**src/rtl/core/sebd_ram.sv**
```systemverilog
// Generic single-port-write, registered-read RAM.
module sebd_ram #(
    parameter int WIDTH = 32,
    parameter int DEPTH = 32
) (
    input  logic                     clk,
    input  logic                     we,
    input  logic [$clog2(DEPTH)-1:0] waddr,
    input  logic [WIDTH-1:0]         wdata,
    input  logic [$clog2(DEPTH)-1:0] raddr,
    output logic [WIDTH-1:0]         rdata
);

    logic [WIDTH-1:0] mem [DEPTH];

    always_ff @(posedge clk)
    begin
        if (we)
        begin
            mem[waddr] <= wdata;
        end
        rdata <= mem[raddr];
    end

endmodule

```
**config.mk**
```make
export PLATFORM = sky130hd
export DESIGN_NAME = sebd_ram
export DESIGN_NICKNAME = d
export VERILOG_FILES = /design/src/rtl/core/sebd_ram.sv
export SDC_FILE = /design/constraint.sdc
export NUM_CORES = 1
export LEC_CHECK = 0
export ABC_AREA = 1
export BUFFER_PORTS_ARGS = -buffer_cell sky130_fd_sc_hd__buf_2
export CORE_MARGIN = 2
export CORE_UTILIZATION = 45
export DETAILED_ROUTE_END_ITERATION = 10
export GPL_TIMING_DRIVEN = 0
export MAX_ROUTING_LAYER = met4
export REMOVE_ABC_BUFFERS = 1
export SYNTH_ARGS = -nofsm -noshare
export SYNTH_HDL_FRONTEND = slang
export SYNTH_SLANG_ARGS = --single-unit
```
**constraint.sdc**
```tcl
create_clock -name clk -period 3 [get_ports clk]
set_clock_uncertainty 0.2 [all_clocks]
set_input_delay 0.3 -clock clk [delete_from_list [all_inputs] [get_ports clk]]
set_output_delay 0.3 -clock clk [all_outputs]
set_load 0.05 [all_outputs]
```
# ---- After elaboration in Yosys (flattened, before gate mapping)
# Memory sizes are Yosys's and may differ from the RTL's. A register that Yosys moved wholly into a read port is not among the register bits.
# Index checks and enable logic that the tools add are counted.
dict set report word_totals {
  reg_bits 0
  latchBits 0
  ramBits 1024
  rom_bits 0
  out_inout_bits 32
  n_memories 1
}
# memory depth width rd rd_clocked_by_memory_dff write_ports line_no
set mem_list {}
lappend mem_list {mem 32 32 1 1 1 14} ;# logic [WIDTH-1:0] mem [DEPTH];
dict set report op_classes {
  addsub 0
  mul 0
  div 0
  order_cmp 0
  n_eq_ne 0
  shifts 0
  muxes 2
  bitwise_logic 0
  reduce_logical 0
}
# cell count
set ops {}
lappend ops {{1-bit 2-to-1 mux} 2}

# ---- Logic depth before layout (Yosys ltp)
dict set report depth {
  word_depth 2
  mapped_depth 12
  depth_no_buf 9
}

# ---- Least setup slack after synthesis
# No wires, ideal clock.
dict set report synth_timing {
  path_kind {input-to-reg}
  from {in waddr[0]}
  to {mem mem[8][0] (enable)}
  t_arrival_ps 1955
  required_time_ps 2379
  setup_slack_ps 424
  stages 3
  n_path_buf 0
  path_cell_list {inv_1 > nand3_1 > nor2_1}
}
# item line_no
set synth_rtl {}
lappend synth_rtl {{from (decl)} 8} ;# input logic [$clog2(DEPTH)-1:0] waddr,
lappend synth_rtl {{to (decl)} 14}
# No word-level cell before the write port.

==> flow_metrics.py <==
metrics = {
    "outcome": {
        "outcome": "completed",
    },
    "clocking": {
        "cts_max_path_buffers": 3,
        "clock-sinks": 1056,
        "cts_tree": "built",
        "clkSlewWorstSetupHoldPaths_ns": 0.06,
        "cts_buffers": 109,
        "htree_levels": 3,
        "clk_latency_ns": 0.67,
        "clock-root-buffer": "clkbuf_16",
        "ctsResizeCount": 0,
    },
    "routing": {
        "ant_nets": 0,
        "wl_met1_um": 46180,
        "highest_layer": "met4",
        "drc": 0,
        "routedWlPerCell_um": 21.35,
        "firstDrtPassIters": 7,
        "via_per_inst": 5.364,
        "wl_met3_um": 6631,
        "drt_wl_total_um": 105400,
        "drt-initial-drc-count": 2582,
        "route.met2.wl_um": 50320,
        "vias": 26470,
    },
    "timing": {
        "fin_crit_sh_pct": 93.91,
        "setup_viol": 0,
        "holdWs_ns": 0.1237,
        "max_slew.worst_pin.slew_ns": 1.358,
        "timing.fmax_mhz": 355.0,
        "slew_headroom_pct": 9.491,
        "fin_crit_ns": 2.817,
        "finalMaxSlewViolations": 0,
        "hold_viol": 0,
        "rsz0062_at_grt": "false",
    },
    "die": {
        "coreArea_um2": 93330,
        "chipWidth_um": 311.0,
        "design.die.area_um2": 96710,
        "fp.dieH_um": 311.0,
        "start_util_pct": 45.44,
        "rows": 112,
        "num_io_pins": 76,
    },
    "synth": {
        "synthTopCellsByArea": "edfxtp_1 73%, nand2_1 13%, nand3_1 9.2%",
        "yosys_warnings": 0,
        "synth.distinct_cells": 14,
        "async_reset_ff_share_pct": 0,
        "syn_avg_cell_area_um2": 11.99,
        "seq_area_frac_synth_pct": 74.02,
        "synth_edf_count": 1024,
        "yosysTopAreaCell": "edfxtp_1",
        "yosysTopAreaCellShare_pct": 72.51,
        "netlist_top_cells_count": "1440 x nand2_1, 1024 x edfxtp_1, 780 x nand3_1",
        "ys_dominant_reg_cell": "edfxtp_1",
        "yosysMostFrequentCell": "nand2_1",
        "synth_area_um2": 42410,
        "syn_inst": 3536,
        "synth-seq-cells": 1056,
    },
    "job": {
        "max_cap_violations": 0,
    },
    "cells_and_area": {
        "final_layout_size_suffix_gt1_share_pct": 8.829,
        "syn_to_final_growth_pct": 13.63,
        "fin_nets": 3633,
        "diodes": 0,
        "stdcell_count": 4935,
        "utilization_pct": 51.63,
    },
    "pwr": {
        "finalPower_mw": 31.79,
        "p_per_area_nw_per_um2": 659.7,
        "ir_worst_vdd_mv": 0.4766,
        "cellLeakagePower_nw": 17.51,
    },
    "placed_design": {
        "portBuffers": 75,
        "routabilityCongestion": 0.6987,
        "dp_cells": 4699,
        "hpwl_um": 53350,
    },
    "setup_path": {
        "worstPathRequired_ns": 3.35,
        "critPathCaptureType": "register",
        "critPathArrivalTime_ns": 3.16,
        "path_class": "input pin to register",
        "start_kind": "input pin",
        "path_max_fanout": 227,
    },
    "global_routing": {
        "antenna_found_initial": 0,
        "grt_pass1_vias": 25220,
        "grt_max_degree": 228,
        "track_usage_pct": 22.32,
        "grt_pass1_wl_um": 158000,
        "gr-total-overflow": 0,
    },
    "min_path": {
        "hp-class": "input pin to register",
    },
}
[report_power, final]
group	internal, mW	switching [mW]
logic	0.526	1.49
registers	16.4	0.0440
clock network	7.81	5.52
total	24.7	7.06
[sequential cells by signal, indices dropped and copies added (netlist names)]
signal / cells
mem: 1024
rdata: 32
[cell type report]
| cell class | instances | area, um2 |
|---|---|---|
| timing repair buffer | 160 | 1929 |
| multi-input combinational | 2252 | 9669 |
| clock inverter | 49 | 442.9 |
| inverter | 10 | 71.32 |
| tap | 1254 | 1569 |
| fill | 7967 | 45150 |
| clock buffer | 154 | 3112 |
| sequential | 1056 | 31390 |
[cell usage in the layout (no fill, tap or decap), drive strengths merged, types with 14 or more instances in the layout]
master,instances
nand2,1440
inv,14
dfxtp,32
nor2,32
buf,127
dlygate4sd3,33
edfxtp,1024
clkinv,34
nand3,780
clkbuf,154
[routing by layer]
| metal | global-route usage [%] | up-vias |
|---|---|---|
| li1 | - | 12440 |
| met1 | 30.71 | 13010 |
| met2 | 35.68 | 841 |
| met3 | 2.739 | 179 |
| met4 | 5.281 | 0 |
| met5 | - | - |
[worst max-delay path, stage by stage]
cell and delay (ns):
buf_8 0.36, buf_16 0.46, inv_16 0.21, buf_16 0.33
nand2_1 0.29, nand3_1 0.13, nand3_1 0.12, nand2_1 0.06
nand2_1 0.06, nand2_1 0.06, nand2_1 0.06, nand2_1 0.10
[kinds of logic after synthesis]
family / share of synthesized area, %
simple gates: 22.24
flops: 74.02
buf+inv: 3.741
[path summary, 6_finish.rpt]
check              startpoint        end  slack [ns]  cells after the start
hold / removal       raddr[1]  rdata[20]        0.12                      8
setup reg to reg  mem[22][10]  rdata[10]        1.59                      8
hold reg to reg     mem[2][3]   rdata[3]        0.57                      8
setup / recovery     raddr[0]  rdata[21]        0.18                     12
[per-stage QoR]
stage                     area (um2)   TNS, ns  setup slack [ns]
after global routing           48180         0            0.2832
after detailed placement       44300    -4.565           -0.2203
after floorplan                40860    -5.491           -0.1740
after global placement         42810  -2433.31            -13.77
after CTS                      48180         0            0.4954
final                          48180         0            0.1828
[what timing repair did]
| action | 4_1_cts | 5_1_grt |
|---|---|---|
| hold buffers | 33 | 0 |
| hold endpoints to repair | 1026 | 0 |
| buffers inserted | 0 | 0 |
Note: power is estimated with default switching activity, not from simulation.
