$ cat src/rtl/core/sebd_pkg.sv
// Shared types and constants of the spectral energy burst detector.
package sebd_pkg;

    localparam logic [16:0] ONE_Q16       = 17'd65536;
    localparam logic [31:0] SIGMA_FLOOR   = 32'd6554;
    localparam logic [47:0] VAR_RESET     = 48'd6553600;
    localparam logic [31:0] SIGMA_RESET   = 32'd655360;
    localparam logic [47:0] MAX48         = 48'hFFFF_FFFF_FFFF;

    localparam int MUL_A_W = 48;
    localparam int MUL_B_W = 17;
    localparam int ACC_W   = 66;

    localparam logic [2:0] CFG_JUMP_THRESHOLD = 3'd0;
    localparam logic [2:0] CFG_LATCH_DURATION = 3'd1;
    localparam logic [2:0] CFG_LEAK_FACTOR    = 3'd2;
    localparam logic [2:0] CFG_GRADIENT_SPAN  = 3'd3;
    localparam logic [2:0] CFG_EWMA_WEIGHT    = 3'd4;
    localparam logic [2:0] CFG_DANGER_GAIN    = 3'd5;
    localparam logic [2:0] CFG_PUBLISH_GAP    = 3'd6;

    typedef enum logic [4:0] {
        ST_IDLE,
        ST_MOD,
        ST_LATCH,
        ST_GRAD,
        ST_ZTEST,
        ST_MEAN_B,
        ST_MEAN_C,
        ST_DSQ_A,
        ST_DSQ_B,
        ST_DSQ_C,
        ST_VAR_A,
        ST_VAR_B,
        ST_VAR_C,
        ST_SQRT,
        ST_THR,
        ST_THR2,
        ST_OUT
    } seq_state_t;

    typedef struct packed {
        logic en;
        logic load;
        logic shift16;
    } mac_ctrl_t;

    typedef struct packed {
        logic busy;
        logic done;
    } sqrt_stat_t;

endpackage

$ cat src/rtl/core/sebd_mac.sv
// Shared 48x17 multiplier with registered accumulator.
module sebd_mac
    import sebd_pkg::*;
(
    input  logic               clk,
    input  mac_ctrl_t          ctrl,
    input  logic [MUL_A_W-1:0] a,
    input  logic [MUL_B_W-1:0] b,
    output logic [ACC_W-1:0]   acc
);

    logic [MUL_A_W+MUL_B_W-1:0] prod;
    logic [ACC_W-1:0]           addend;
    logic [ACC_W-1:0]           acc_reg;
    logic [ACC_W-1:0]           acc_next;

    always_comb
    begin
        prod     = a * b;
        addend   = ctrl.shift16 ? ACC_W'({prod, 16'd0}) : ACC_W'(prod);
        acc_next = (ctrl.load ? '0 : acc_reg) + addend;
    end

    always_ff @(posedge clk)
    begin
        if (ctrl.en)
        begin
            acc_reg <= acc_next;
        end
    end

    assign acc = acc_reg;

endmodule

$ cat config.mk
export PLATFORM = sky130hd
export DESIGN_NAME = sebd_mac
export DESIGN_NICKNAME = d
export VERILOG_FILES = /design/src/rtl/core/sebd_pkg.sv /design/src/rtl/core/sebd_mac.sv
export SDC_FILE = /design/constraint.sdc
export NUM_CORES = 2
export LEC_CHECK = 0
export BUFFER_PORTS_ARGS = -buffer_cell sky130_fd_sc_hd__buf_2
export CAP_MARGIN = 0
export CORE_ASPECT_RATIO = 0.9
export CORE_MARGIN = 5
export CORE_UTILIZATION = 55
export DETAILED_ROUTE_END_ITERATION = 7
export GPL_TIMING_DRIVEN = 0
export MAX_ROUTING_LAYER = met4
export PLACE_DENSITY = 0.72
export SYNTH_ARGS = -nofsm -noshare
export SYNTH_HDL_FRONTEND = slang
export SYNTH_SLANG_ARGS = --single-unit
$ cat constraint.sdc
create_clock -name clk -period 19.26 [get_ports clk]
set_input_delay 0.963 -clock clk [delete_from_list [all_inputs] [get_ports clk]]
set_output_delay 0.963 -clock clk [all_outputs]
set_load 0.05 [all_outputs]
### Word level (Yosys, flattened, before mapping)

Cells that the tools add are included.
W data, S select, Z words.

| operators by class | value |
|---|---|
| $add $sub $neg | 1 |
| mux-type cells | 2 |
| $mul | 1 |

Operators with widths:

| cell | number |
|---|---|
| $mux W66 | 2 |
| $add A66 B66 Y66 | 1 |
| $mul A48 B17 Y65 | 1 |

| storage, ports and cells | value |
|---|---|
| logic and storage cells | 5 |
| register bits after elaboration | 66 |
| input bits | 69 |
| output and inout bits | 66 |

### Depth between registers and ports, before layout

| logic depth | value |
|---|---|
| depth in word-level cells | 3 |
| gate-level depth with buffers | 38 |
| gate-level depth less buffers | 35 |

### Worst setup path after synthesis

Ideal clock, no wire load.

| timing path | value |
|---|---|
| kind | input-to-reg |
| from | in a[20] |
| to | reg acc_reg[64] (netlist: acc[64]) (data pin) |
| setup slack | 10.258 ns |
| stages on the path | 36 |
| data required time | 18.990 ns |
| path buffers | 3 |
| library setup time | 0.270 ns |
| arrival | 8.732 ns |
| cells stage by stage | clkbuf_1 -> clkbuf_1 -> nand2_1 -> fa_1 -> inv_1 -> fa_1 -> inv_1 -> fa_1 -> inv_1 -> fa_1 -> fa_1 -> inv_1 -> fa_1 -> inv_1 -> ha_1 -> clkbuf_1 -> nand2_1 -> nor3_1 -> and3_1 -> a21bo_2 -> nand2_1 -> a21oi_1 -> o21a_1 -> o21bai_1 -> xnor2_1 -> mux2_2 -> ha_1 -> nand2_1 -> nor2_1 -> nand4_1 -> or4_4 -> o2111ai_2 -> a31oi_2 -> o221a_4 -> o41ai_2 -> xor2_1 |

| on the way | value |
|---|---|
| cells in the longest elaborated chain, start to end | 3 |

RTL lines:

| what | line | source |
|---|---|---|
| start: declaration | sebd_mac.sv:7 | `input logic [MUL_A_W-1:0] a,` |
| $mul A48 B17 Y65 | sebd_mac.sv:19 | `prod = a * b;` |
| $mux W66 | sebd_mac.sv:20 | `addend = ctrl.shift16 ? ACC_W'({prod, 16'd0}) : ACC_W'(prod);` |
| $add A66 B66 Y66 | sebd_mac.sv:21 | `acc_next = (ctrl.load ? '0 : acc_reg) + addend;` |
| named net acc_next[64] | sebd_mac.sv:15 | `logic [ACC_W-1:0] acc_next;` |
| end signal: assignment | sebd_mac.sv:28 | `acc_reg <= acc_next;` |
| end: declaration | sebd_mac.sv:14 | `logic [ACC_W-1:0] acc_reg;` |

The timed path passes the listed nets, and every way through them passes these cells.
A chain may end at the register's enable or synchronous reset.

### Worst setup path in the final report

| timing path | value |
|---|---|
| from | in b[7] |
| to | reg acc_reg[62] (netlist: acc[62]) (data pin) |

| on the way | value |
|---|---|
| cells in the longest elaborated chain, start to end | 3 |

RTL lines:

| what | line | source |
|---|---|---|
| start: declaration | sebd_mac.sv:8 | `input logic [MUL_B_W-1:0] b,` |
| $mul A48 B17 Y65 | sebd_mac.sv:19 |  |
| $mux W66 | sebd_mac.sv:20 |  |
| $add A66 B66 Y66 | sebd_mac.sv:21 |  |
| named net acc_next[62] | sebd_mac.sv:15 |  |

The timed path passes the listed nets, and every way through them passes these cells.

==> reports/qor.txt <==
synth unique cells - 81
WP data arrival - 11350 ps
FILL cells - 5412
Final period util - 58.4%
final antenna-violating net count - 0
Synth warnings - 0
Fmax - 88.9 MHz
vias in the first global route - 27800
Area Growth Syn to Fin - 5.59%
Worst EP required - 19360 ps
sequential area share after synthesis - 6.07%
Resized Gates After CTS - 0
Post-CTS Setup Bufs - 0
Total Wirelength - 103 mm
Period minus WS final - 11250 ps
crit-path max cell delay - 920 ps
Detailed Routing Iterations Pass 1 - 6
number of max-slew violations in the final report - 0
reg2reg start - acc[18]$_DFFE_PP_
clk slew on worst S/H paths - 60 ps
max_cap viols - 0
# setup viols final - 0
slowest CP cell - clkbuf_1
Synth Area per Inst - 8.36 sq um
CTS tree - done
FF-to-FF setup slack - 15210 ps
CP Max Fanout - 10
CP Launch Point - b[7]
Mapped Cells - 3909
num ports - 135
DRT iter0 DRCs - 2569
Worst-Skew Late Latency - 350 ps
Total GRT Usage - 33.5%
Worst Hold Class - flip-flop to flip-flop
DR vias - 27400
Startpoint Class - primary input
Setup CP Type - primary input to flip-flop
vias per cell - 5.70
Multi-input gate area - 26600 sq um
Slew headroom - 14.9%
GR Overflow Total - 0
clock skew after layout - 7.29 ps
max reg flops - 66
Post-synth EDFFs - 66
Post-Syn Area - 32700 sq um
pin slew with the least headroom to its limit - 1280 ps
Die Span Y - 241 um
WL/cell - 21.4 um
Post-Syn Nets - 4872
CTS max path bufs - 2
# DRC - 0
clock sinks - 66
first-pass GRT wire length - 160 mm
Starting Density - 55.7%
Critical Path End - acc[62]$_DFFE_PP_
CTS hold repair buffers - 0
Post-synth ARST share - 0%
Hold Fails Final Rpt - 0
reg2reg end - acc[63]$_DFFE_PP_
largest net degree at the start of global routing - 67
total CTS buffers - 9
Top cell by count, worst path - fa_1
total core area - 58600 sq um
RePlAce Congestion - 1.01
clock root buffer - clkbuf_16
Die Footprint - 64400 sq um
std cell rows - 84
FF-to-FF path depth - 13
htree depth - 3
share of layout cells above drive strength 1 - 4.19%
flops & latches, synth - 66
top_reg_cell synth - edfxtp_1
Storage cell area - 1980 sq um
status - completed
nets@finish - 4989
Die X-Extent - 267 um
Critical Path End Type - flip-flop
unrepaired setup endpoints after global routing - false
initial antenna violation count - 8
PortBufs - 106
DP Wirelength - 86.3 mm
setup tns final - 0 ps
## worst min-delay path by stage
stage	startpoint	slack, ps	depth (start not counted)	endpoint
after floorplan	acc[0]$_DFFE_PP_	1040	2	acc[0]$_DFFE_PP_
after global placement	acc[0]$_DFFE_PP_	700	2	acc[0]$_DFFE_PP_
after detailed placement	acc[0]$_DFFE_PP_	710	2	acc[0]$_DFFE_PP_
after CTS	acc[0]$_DFFE_PP_	740	2	acc[0]$_DFFE_PP_
after global routing	acc[0]$_DFFE_PP_	790	2	acc[0]$_DFFE_PP_
final	acc[0]$_DFFE_PP_	740	2	acc[0]$_DFFE_PP_
## cell type report
class	instances	area share [%]
sequential	66	5.75
multi-input combinational	2770	77.1
timing repair buffer	106	1.55
clock inverter	7	0.200
tap	774	2.81
antenna	12	0.0871
inverter	872	9.49
clock buffer	9	0.653
buffer	201	2.35
## critical path: cells and delay by family
| kind | cells | cell delay (ps) |
|---|---|---|
| AO/OA/AOI/OAI | 10 | 2330 |
| XOR/XNOR | 2 | 520 |
| AND/OR/NAND/NOR | 6 | 1460 |
| adder cells (fa/ha/maj) | 8 | 3610 |
| buffers and inverters | 9 | 2450 |
## cells in the final DEF, fill, tap and decap left out, types with 29 or more instances in the layout
| cell | synthesis | routed |
|---|---|---|
| xor2_1 | 46 | 46 |
| a21o_1 | 69 | 69 |
| clkbuf_1 | 179 | 179 |
| nand2_1 | 709 | 709 |
| fa_1 | 690 | 690 |
| o21bai_1 | 29 | 29 |
| nor2_1 | 72 | 72 |
| edfxtp_1 | 66 | 66 |
| inv_1 | 871 | 871 |
| buf_2 | 7 | 112 |
| ha_1 | 204 | 204 |
| a21oi_1 | 163 | 163 |
| and2_1 | 273 | 273 |
| o21ai_0 | 78 | 78 |
| xnor2_1 | 79 | 79 |
| nor2b_1 | 76 | 76 |
| nand4_1 | 36 | 36 |
## per-layer routing
metal	global-route usage, %	routed length [um]	vias to the layer above
met3	10.0	13000	274
met1	43.5	39600	13600
met4	11.8	4730	0
met5	-	0	-
li1	-	-	12100
met2	50.4	45800	1472
## logic make-up after synthesis
family | share of synthesized area [%]
simple gates | 18.3
buf+inv | 12.5
fa+ha+maj | 50.1
compound gates | 9.25
xor+xnor | 3.35
flops | 6.07
mux | 0.456
## Yosys cell counts, types with 16 or more instances
cell | instances | share of area (%)
edfxtp_1 | 66 | 6.1
ha_1 | 204 | 7.8
nor2_1 | 72 | 0.83
and2_1 | 273 | 5.2
nand4_1 | 36 | 0.69
inv_1 | 871 | 10
nor3_1 | 17 | 0.26
fa_1 | 690 | 42
xnor2_1 | 79 | 2.1
xor2_1 | 46 | 1.2
a31oi_1 | 16 | 0.31
o21ai_0 | 78 | 1.2
o21bai_1 | 29 | 0.67
a21oi_1 | 163 | 2.5
clkbuf_1 | 179 | 2.1
nand2_1 | 709 | 8.1
a21o_1 | 69 | 1.6
nand3_1 | 17 | 0.26
nor2b_1 | 76 | 1.5
## metrics by stage
stage               util, %  setup WS [ps]  cells  area [sq um]  hold WS [ps]
finish                 58.8           8010   4817         34500           738
global route           58.8           7540   4814         34500           788
CTS                    58.8           8280   4805         34500           741
detailed placement     58.3           7950   4789         34200           711
global placement       58.3           7900   4789         34200           700
floorplan                 -          10260   3909         32700          1040
Power is not shown: default switching activity piles up to over one toggle a cycle in this logic, so the estimate is an artifact.
