$ cat src/rtl/core/sebd_pkg.sv
// Shared types and constants of the spectral energy burst detector.
package sebd_pkg;

    localparam logic [16:0] ONE_Q16       = 17'd65536;
    localparam logic [31:0] SIGMA_FLOOR   = 32'd6554;
    localparam logic [47:0] VAR_RESET     = 48'd6553600;
    localparam logic [31:0] SIGMA_RESET   = 32'd655360;
    localparam logic [47:0] MAX48         = 48'hFFFF_FFFF_FFFF;

    localparam int MUL_A_W = 48;
    localparam int MUL_B_W = 17;
    localparam int ACC_W   = 66;

    localparam logic [2:0] CFG_JUMP_THRESHOLD = 3'd0;
    localparam logic [2:0] CFG_LATCH_DURATION = 3'd1;
    localparam logic [2:0] CFG_LEAK_FACTOR    = 3'd2;
    localparam logic [2:0] CFG_GRADIENT_SPAN  = 3'd3;
    localparam logic [2:0] CFG_EWMA_WEIGHT    = 3'd4;
    localparam logic [2:0] CFG_DANGER_GAIN    = 3'd5;
    localparam logic [2:0] CFG_PUBLISH_GAP    = 3'd6;

    typedef enum logic [4:0] {
        ST_IDLE,
        ST_MOD,
        ST_LATCH,
        ST_GRAD,
        ST_ZTEST,
        ST_MEAN_B,
        ST_MEAN_C,
        ST_DSQ_A,
        ST_DSQ_B,
        ST_DSQ_C,
        ST_VAR_A,
        ST_VAR_B,
        ST_VAR_C,
        ST_SQRT,
        ST_THR,
        ST_THR2,
        ST_OUT
    } seq_state_t;

    typedef struct packed {
        logic en;
        logic load;
        logic shift16;
    } mac_ctrl_t;

    typedef struct packed {
        logic busy;
        logic done;
    } sqrt_stat_t;

endpackage

$ cat src/rtl/core/sebd_sqrt.sv
// Bit-pair integer square root, one result bit per cycle.
module sebd_sqrt
    import sebd_pkg::*;
(
    input  logic        clk,
    input  logic        rst_n,
    input  logic        start,
    input  logic [63:0] operand,
    output sqrt_stat_t  stat,
    output logic [31:0] root
);

    logic [63:0] op_reg;
    logic [34:0] rem_reg;
    logic [31:0] root_reg;
    logic [4:0]  cnt_reg;
    logic        busy_reg;
    logic        done_reg;
    logic [34:0] rem_shift;
    logic [34:0] trial;

    always_comb
    begin
        rem_shift = {rem_reg[32:0], op_reg[63:62]};
        trial     = {1'b0, root_reg, 2'b01};
    end

    always_ff @(posedge clk or negedge rst_n)
    begin
        if (!rst_n)
        begin
            busy_reg <= 1'b0;
            done_reg <= 1'b0;
            cnt_reg  <= '0;
        end
        else
        begin
            done_reg <= 1'b0;
            if (start)
            begin
                busy_reg <= 1'b1;
                cnt_reg  <= '0;
            end
            else if (busy_reg)
            begin
                cnt_reg <= cnt_reg + 5'd1;
                if (cnt_reg == 5'd31)
                begin
                    busy_reg <= 1'b0;
                    done_reg <= 1'b1;
                end
            end
        end
    end

    always_ff @(posedge clk)
    begin
        if (start)
        begin
            op_reg   <= operand;
            rem_reg  <= '0;
            root_reg <= '0;
        end
        else if (busy_reg)
        begin
            op_reg <= {op_reg[61:0], 2'b00};
            if (rem_shift >= trial)
            begin
                rem_reg  <= rem_shift - trial;
                root_reg <= {root_reg[30:0], 1'b1};
            end
            else
            begin
                rem_reg  <= rem_shift;
                root_reg <= {root_reg[30:0], 1'b0};
            end
        end
    end

    assign stat.busy = busy_reg;
    assign stat.done = done_reg;
    assign root      = root_reg;

endmodule

$ cat config.mk
export PLATFORM = sky130hd
export DESIGN_NAME = sebd_sqrt
export DESIGN_NICKNAME = d
export VERILOG_FILES = /design/src/rtl/core/sebd_pkg.sv /design/src/rtl/core/sebd_sqrt.sv
export SDC_FILE = /design/constraint.sdc
export NUM_CORES = 1
export LEC_CHECK = 0
export ABC_AREA = 0
export ABC_CLOCK_PERIOD_IN_PS = 3310
export BUFFER_PORTS_ARGS = -buffer_cell sky130_fd_sc_hd__buf_4
export CAP_MARGIN = 25
export CORE_MARGIN = 8
export CORE_UTILIZATION = 30
export CTS_BUF_LIST = sky130_fd_sc_hd__clkbuf_4 sky130_fd_sc_hd__clkbuf_8 sky130_fd_sc_hd__clkbuf_16
export CTS_CLUSTER_DIAMETER = 50
export DETAILED_ROUTE_END_ITERATION = 8
export GPL_TIMING_DRIVEN = 0
export RECOVER_POWER = 25
export SYNTH_ARGS = -nofsm -noshare
export SYNTH_HDL_FRONTEND = slang
export SYNTH_SLANG_ARGS = --single-unit
$ cat constraint.sdc
create_clock -name clk -period 3.31 [get_ports clk]
set_clock_uncertainty 0.1 [all_clocks]
set_input_delay 0.331 -clock clk [delete_from_list [all_inputs] [get_ports clk]]
set_output_delay 0.331 -clock clk [all_outputs]
set_load 0.02 [all_outputs]
Word-level counts from Yosys, hierarchy flattened
Index checks and enable logic that the tools add are counted.
- register bits: 136
- input port bits: 67
- output and inout bits: 34
- word-level logic and storage cells: 23
- add/subtract/negate cells: 2
- magnitude comparators: 1
- equality and inequality tests: 1
- muxes and demuxes: 12
- reduce and logical (&&, ||, !) cells: 1
- operators by type and width (cell ; number):
    two-way mux 64 bit ; 2
    >= comparator 35 x 34 -> 1 bit ; 1
    two-way mux 33 bit ; 1
    subtractor 33 bit ; 1
    two-way mux 5 bit ; 2
    two-way mux 1 bit ; 7
    adder 5 x 1 -> 5 bit (second input constant) ; 1
    == test 5 bit (second input constant) ; 1
    nonzero test 2 bit ; 1

Depth between registers and ports, before layout
- word-level depth: 4
- depth in mapped cells: 13
- depth with buffers taken out: 10

Least setup slack after synthesis
No wires, ideal clock.
- path kind: register to register
- start: register busy_reg
- end: register op_reg[0], enable pin
- library setup time: 0.418 ns
- data arrival time: 2.243 ns
- data required time: 2.792 ns
- slack: 0.549 ns
- cell stages (with the launch flop): 5
- path buffers: 2
- clock period less this slack: 2.761 ns
- cell sequence: dfrtp_1 > clkbuf_1 > clkbuf_1 > nor2_1 > inv_1
- word-level cells in the longest chain between the ends: 1
- ends and longest elaborated chain (item ; line ; RTL):
    start: declaration ; sebd_sqrt.sv:17 ; logic busy_reg;
    start signal: assignment ; sebd_sqrt.sv:32 ; busy_reg <= 1'b0;
    start signal: assignment ; sebd_sqrt.sv:41 ; busy_reg <= 1'b1;
    start signal: assignment ; sebd_sqrt.sv:49 ; busy_reg <= 1'b0;
    nonzero test 2 bit (no source line) ; n/a ;
    end signal: assignment ; sebd_sqrt.sv:60 ; op_reg <= operand;
    end signal: assignment ; sebd_sqrt.sv:66 ; op_reg <= {op_reg[61:0], 2'b00};
    end: declaration ; sebd_sqrt.sv:13 ; logic [63:0] op_reg;
No other way between the ends.
A chain may end at the register's enable or synchronous reset.

Worst setup path after layout
- start: register root_reg[15] (netlist: root[15])
- end: register rem_reg[28]
- word-level cells in the longest chain between the ends: 2
- elaborated cells between the ends (all ways): 3
- classes of those cells: 1 x add/sub; 1 x order compare; 1 x mux
- ends and longest elaborated chain (item ; line ; RTL):
    start: declaration ; sebd_sqrt.sv:15 ; logic [31:0] root_reg;
    start signal: assignment ; sebd_sqrt.sv:70 ; root_reg <= {root_reg[30:0], 1'b1};
    start signal: assignment ; sebd_sqrt.sv:75 ; root_reg <= {root_reg[30:0], 1'b0};
    subtractor 33 bit or >= comparator 35 x 34 -> 1 bit (tied branches) ; sebd_sqrt.sv:69, sebd_sqrt.sv:67 ;
    two-way mux 33 bit (*) ; sebd_sqrt.sv:67 ; if (rem_shift >= trial)
    end signal: assignment ; sebd_sqrt.sv:69 ; rem_reg <= rem_shift - trial;
    end signal: assignment ; sebd_sqrt.sv:74 ; rem_reg <= rem_shift;
    end: declaration ; sebd_sqrt.sv:14 ; logic [34:0] rem_reg;
Mark *: on every way between the ends. The rest lies on a longest branch, timed or not.

==> impl_metrics.csv <==
group,metric,value,unit
outcome,status,"finished clean",
sta,timing.fmax,325,MHz
sta,setup_slack,0.233,ns
global_routing,antenna_found_initial,0,
floorplanning,die_area,31000,sq um
logic_synthesis,synthMuxAreaShare,0.158,
critical_path,critical_path.endpoint_type,"flip-flop",
power,power,8.01,mW
routing,wl_per_cell,16.8,um
critical_path,worstPathArrival,3.32,ns
placement,routabilityCongestion,0.863,
power,switchingPower,3.20,mW
clock_tree,h-tree-depth,4,
sta,fin_tns_setup,0,ns
logic_synthesis,synth_simple_gate_area_share,0.114,
final_layout,largest_reg_flops,64,
logic_synthesis,ys_types,70,
clock_tree,cts_root_buf,"clkbuf_16",
clock_tree,clk_latency,0.43,ns
placement,dp.final_hpwl,14600,um
final_layout,antenna_cells,0,
final_layout,final_util,0.372,
logic_synthesis,syn_area,7670,sq um
sta,maxSlewViolCount,0,
floorplanning,boundaryPins,101,
logic_synthesis,synthArstFlopShare,0.0515,
routing,drt-total-wl,20100,um
critical_path,reg2reg_slack,0.23,ns
sta,setup_viol,0,
routing,initialDrtViolationCount,416,
final_layout,final_cells,1191,
placement,port-buffer-count,99,
clock_tree,path_clk_slew,0.07,ns
logic_synthesis,syn_inst,728,
min_path,worst_hold_path_type,"in2reg",
critical_path,crit_top_cell,"nand3_1",
clock_tree,tritoncts,"built",
routing,route.detailed.drc,0,
placement,dp_slack,0.112,ns
power,clkPwrFrac,0.244,
final_layout,nets,951,
logic_synthesis,synth_top_family_by_area,"multiplexers",
critical_path,crit_path_start_kind,"flip-flop",
flow_run,maxCapViolations,0,
global_routing,grt_pass1_vias,5771,
critical_path,required,3.55,ns
clock_tree,cts_max_path_buffers,2,
power,p_comb_frac,0.483,
logic_synthesis,ys_ff_latch,136,
power,seq_power_share,0.272,
sta,tightest_slew,0.890,ns
global_routing,grt_usage,0.128,
critical_path,slowest_stage,"nor3_1",
floorplanning,start_util,0.305,
logic_synthesis,synth_fa_ha_area_frac,0.0587,
global_routing,grt_max_degree,39,
power,intPower,4.82,mW
routing,dr.pass1.iters,5,
power,irDropWorstVdd,0.000437,V
logic_synthesis,synth_seq_area_share,0.443,
critical_path,worstSetupPathType,"reg2reg",
routing,antenna_left,0,
global_routing,overflow,0,
logic_synthesis,synth_flop_cell,"dfxtp_1",
sta,grt_setup_unrepaired,"no",
placement,placedCellCount,1158,
logic_synthesis,yosysWarnings,0,
power,p_sw_frac,0.399,
logic_synthesis,synthXorXnorAreaFrac,0.0342,
final_layout,final_layout_size_suffix_gt1_frac,0.226,
power,power.leakage,3.93,nW
routing,vias_per_cell,4.94,
sta,min_period_over_period,0.929,
logic_synthesis,synth_nets,831,
critical_path,path_cells,"inv_1 -> ha_1 -> buf_2 -> nand3_1 -> nor3_1 -> nand3_1 -> a311oi_2 -> nand4bb_1 -> a31oi_1 -> xor2_1 -> o31ai_1",
critical_path,max_stage_delay,0.44,ns
logic_synthesis,synth_compound_area_frac,0.139,
sta,fin_crit,3.08,ns
floorplanning,dieHeight,176,um
clock_tree,cts_buffers,17,
global_routing,grt_first_pass_wirelength,31700,um
logic_synthesis,synth_edf_count,64,
floorplanning,die_width,176,um
sta,slew_headroom,0.407,
logic_synthesis,syn_avg_cell_area,10.5,sq um
floorplanning,core_area,25200,sq um
power,power_density,856,nW/um^2
routing,num_vias,5880,
clock_tree,cts_sinks,136,
floorplanning,rows,58,
critical_path,critical_path.max_fanout,9,
sta,finalHoldViolations,0,
final_layout,area_growth,22.0,%
power by group through the flow:
| stage | sequential, mW | combinational [mW] | clock (mW) |
|---|---|---|---|
| floorplan | 2.17 | 3.05 | 0 |
| global placement | 2.21 | 3.79 | 0 |
| detailed placement | 2.22 | 3.81 | 0 |
| CTS | 2.18 | 3.84 | 1.99 |
| global route | 2.21 | 4.25 | 2.06 |
| finish | 2.18 | 3.87 | 1.96 |
synthesized netlist by cell type (3+ instances only):
library cell / number / share of area
and2_1: 5 / 0.0041
o21ai_1: 3 / 0.0020
clkbuf_1: 27 / 0.013
inv_1: 44 / 0.022
o21ai_0: 14 / 0.0091
a21oi_1: 30 / 0.020
dfxtp_1: 65 / 0.17
dfrtp_1: 7 / 0.023
o31ai_1: 6 / 0.0059
buf_1: 6 / 0.0029
and3_1: 5 / 0.0041
ha_1: 36 / 0.059
nand2b_1: 3 / 0.0024
or3b_2: 4 / 0.0046
nand2_1: 32 / 0.016
buf_2: 7 / 0.0046
nand3_1: 11 / 0.0072
mux2_2: 62 / 0.091
a211oi_1: 23 / 0.023
o21bai_1: 5 / 0.0049
nor2b_1: 6 / 0.0049
nor2_1: 79 / 0.039
nor3b_1: 4 / 0.0039
a31oi_1: 6 / 0.0049
nand4b_1: 5 / 0.0057
nand4_1: 7 / 0.0057
o311ai_1: 6 / 0.0068
mux2i_1: 51 / 0.067
a21o_1: 12 / 0.012
nor3_1: 3 / 0.0020
edfxtp_1: 64 / 0.25
xnor2_1: 16 / 0.018
a32oi_1: 5 / 0.0057
xor2_1: 14 / 0.016
buf_4: 3 / 0.0029
o21a_1: 7 / 0.0068
cells by family (layout without fill, tap and decap cells):
kind of cell,Yosys count,in the layout
buffers and inverters,91,224
multiplexers,113,113
flip-flops,136,136
XOR/XNOR,30,30
adder cells (fa/ha/maj),36,36
AND/OR/NAND/NOR,178,178
AO/OA/AOI/OAI,144,144
through the flow:
| stage | cell area (sq um) | hold WS, ns |
|---|---|---|
| 6_report | 9360 | 0.0782 |
| 3_3_place_gp | 8830 | 0.0512 |
| 3_5_place_dp | 8850 | 0.0488 |
| 4_1_cts | 9480 | 0.0669 |
| 2_1_floorplan | 7670 | -0.0646 |
| 5_1_grt | 9360 | 0.0845 |
repair_timing:
action                     4_1_cts  5_1_grt
hold endpoints to repair         7        0
resized for setup                0        1
hold buffers                     1        0
setup endpoints to repair        0        3
buffers inserted                 0        0
layout by cell type, fill, tap and decap left out, types with 11 or more instances in the layout:
cell type  count
a211oi_1      23
ha_1          36
xor2_1        14
o21ai_0       14
buf_4         69
mux2i_1       51
nand2_1       32
a21oi_1       30
edfxtp_1      64
nand3_1       11
dfxtp_1       65
nor2_1        79
mux2_2        62
xnor2_1       16
a21o_1        12
clkbuf_1      60
inv_1         43
clkbuf_16     17
cell type report:
cell class,count,area (sq um)
timing repair buffer,101,649
clock buffer,17,425
fill,2500,15800
tap,330,413
sequential,136,3400
buffer,47,244
multi-input combinational,501,3870
clock inverter,15,191
inverter,44,165
final timing paths:
kind / from / end / cells after the start
min in group asynchronous: rst_n / done_reg$_DFF_PN0_ / 2
hold reg to reg: rem_reg[31]$_SDFFE_PP0P_ / rem_reg[31]$_SDFFE_PP0P_ / 2
setup / recovery: root[15]$_SDFFE_PP0P_ / rem_reg[28]$_SDFFE_PP0P_ / 11
setup reg to reg: root[15]$_SDFFE_PP0P_ / rem_reg[28]$_SDFFE_PP0P_ / 11
hold / removal: operand[0] / op_reg[0]$_SDFFCE_PN0P_ / 2
max in group asynchronous: rst_n / cnt_reg[2]$_DFFE_PN0P_ / 2
worst max-delay path, delay by kind of cell, from the launching register on:
kind | cells | cell delay, ns
XOR/XNOR | 1 | 0.17
flip-flops | 1 | 0.41
AO/OA/AOI/OAI | 3 | 0.74
buffers and inverters | 2 | 0.23
AND/OR/NAND/NOR | 4 | 1.09
adder cells (fa/ha/maj) | 1 | 0.27
routing by layer:
| metal | wire [um] | track usage | share of wire |
|---|---|---|---|
| met4 | 345 | 0.0445 | 0.017 |
| met1 | 9430 | 0.171 | 0.47 |
| met5 | 0 | 0 | 0 |
| met2 | 9460 | 0.202 | 0.47 |
| met3 | 832 | 0.0269 | 0.041 |
Power figures use the tool's default switching activity.
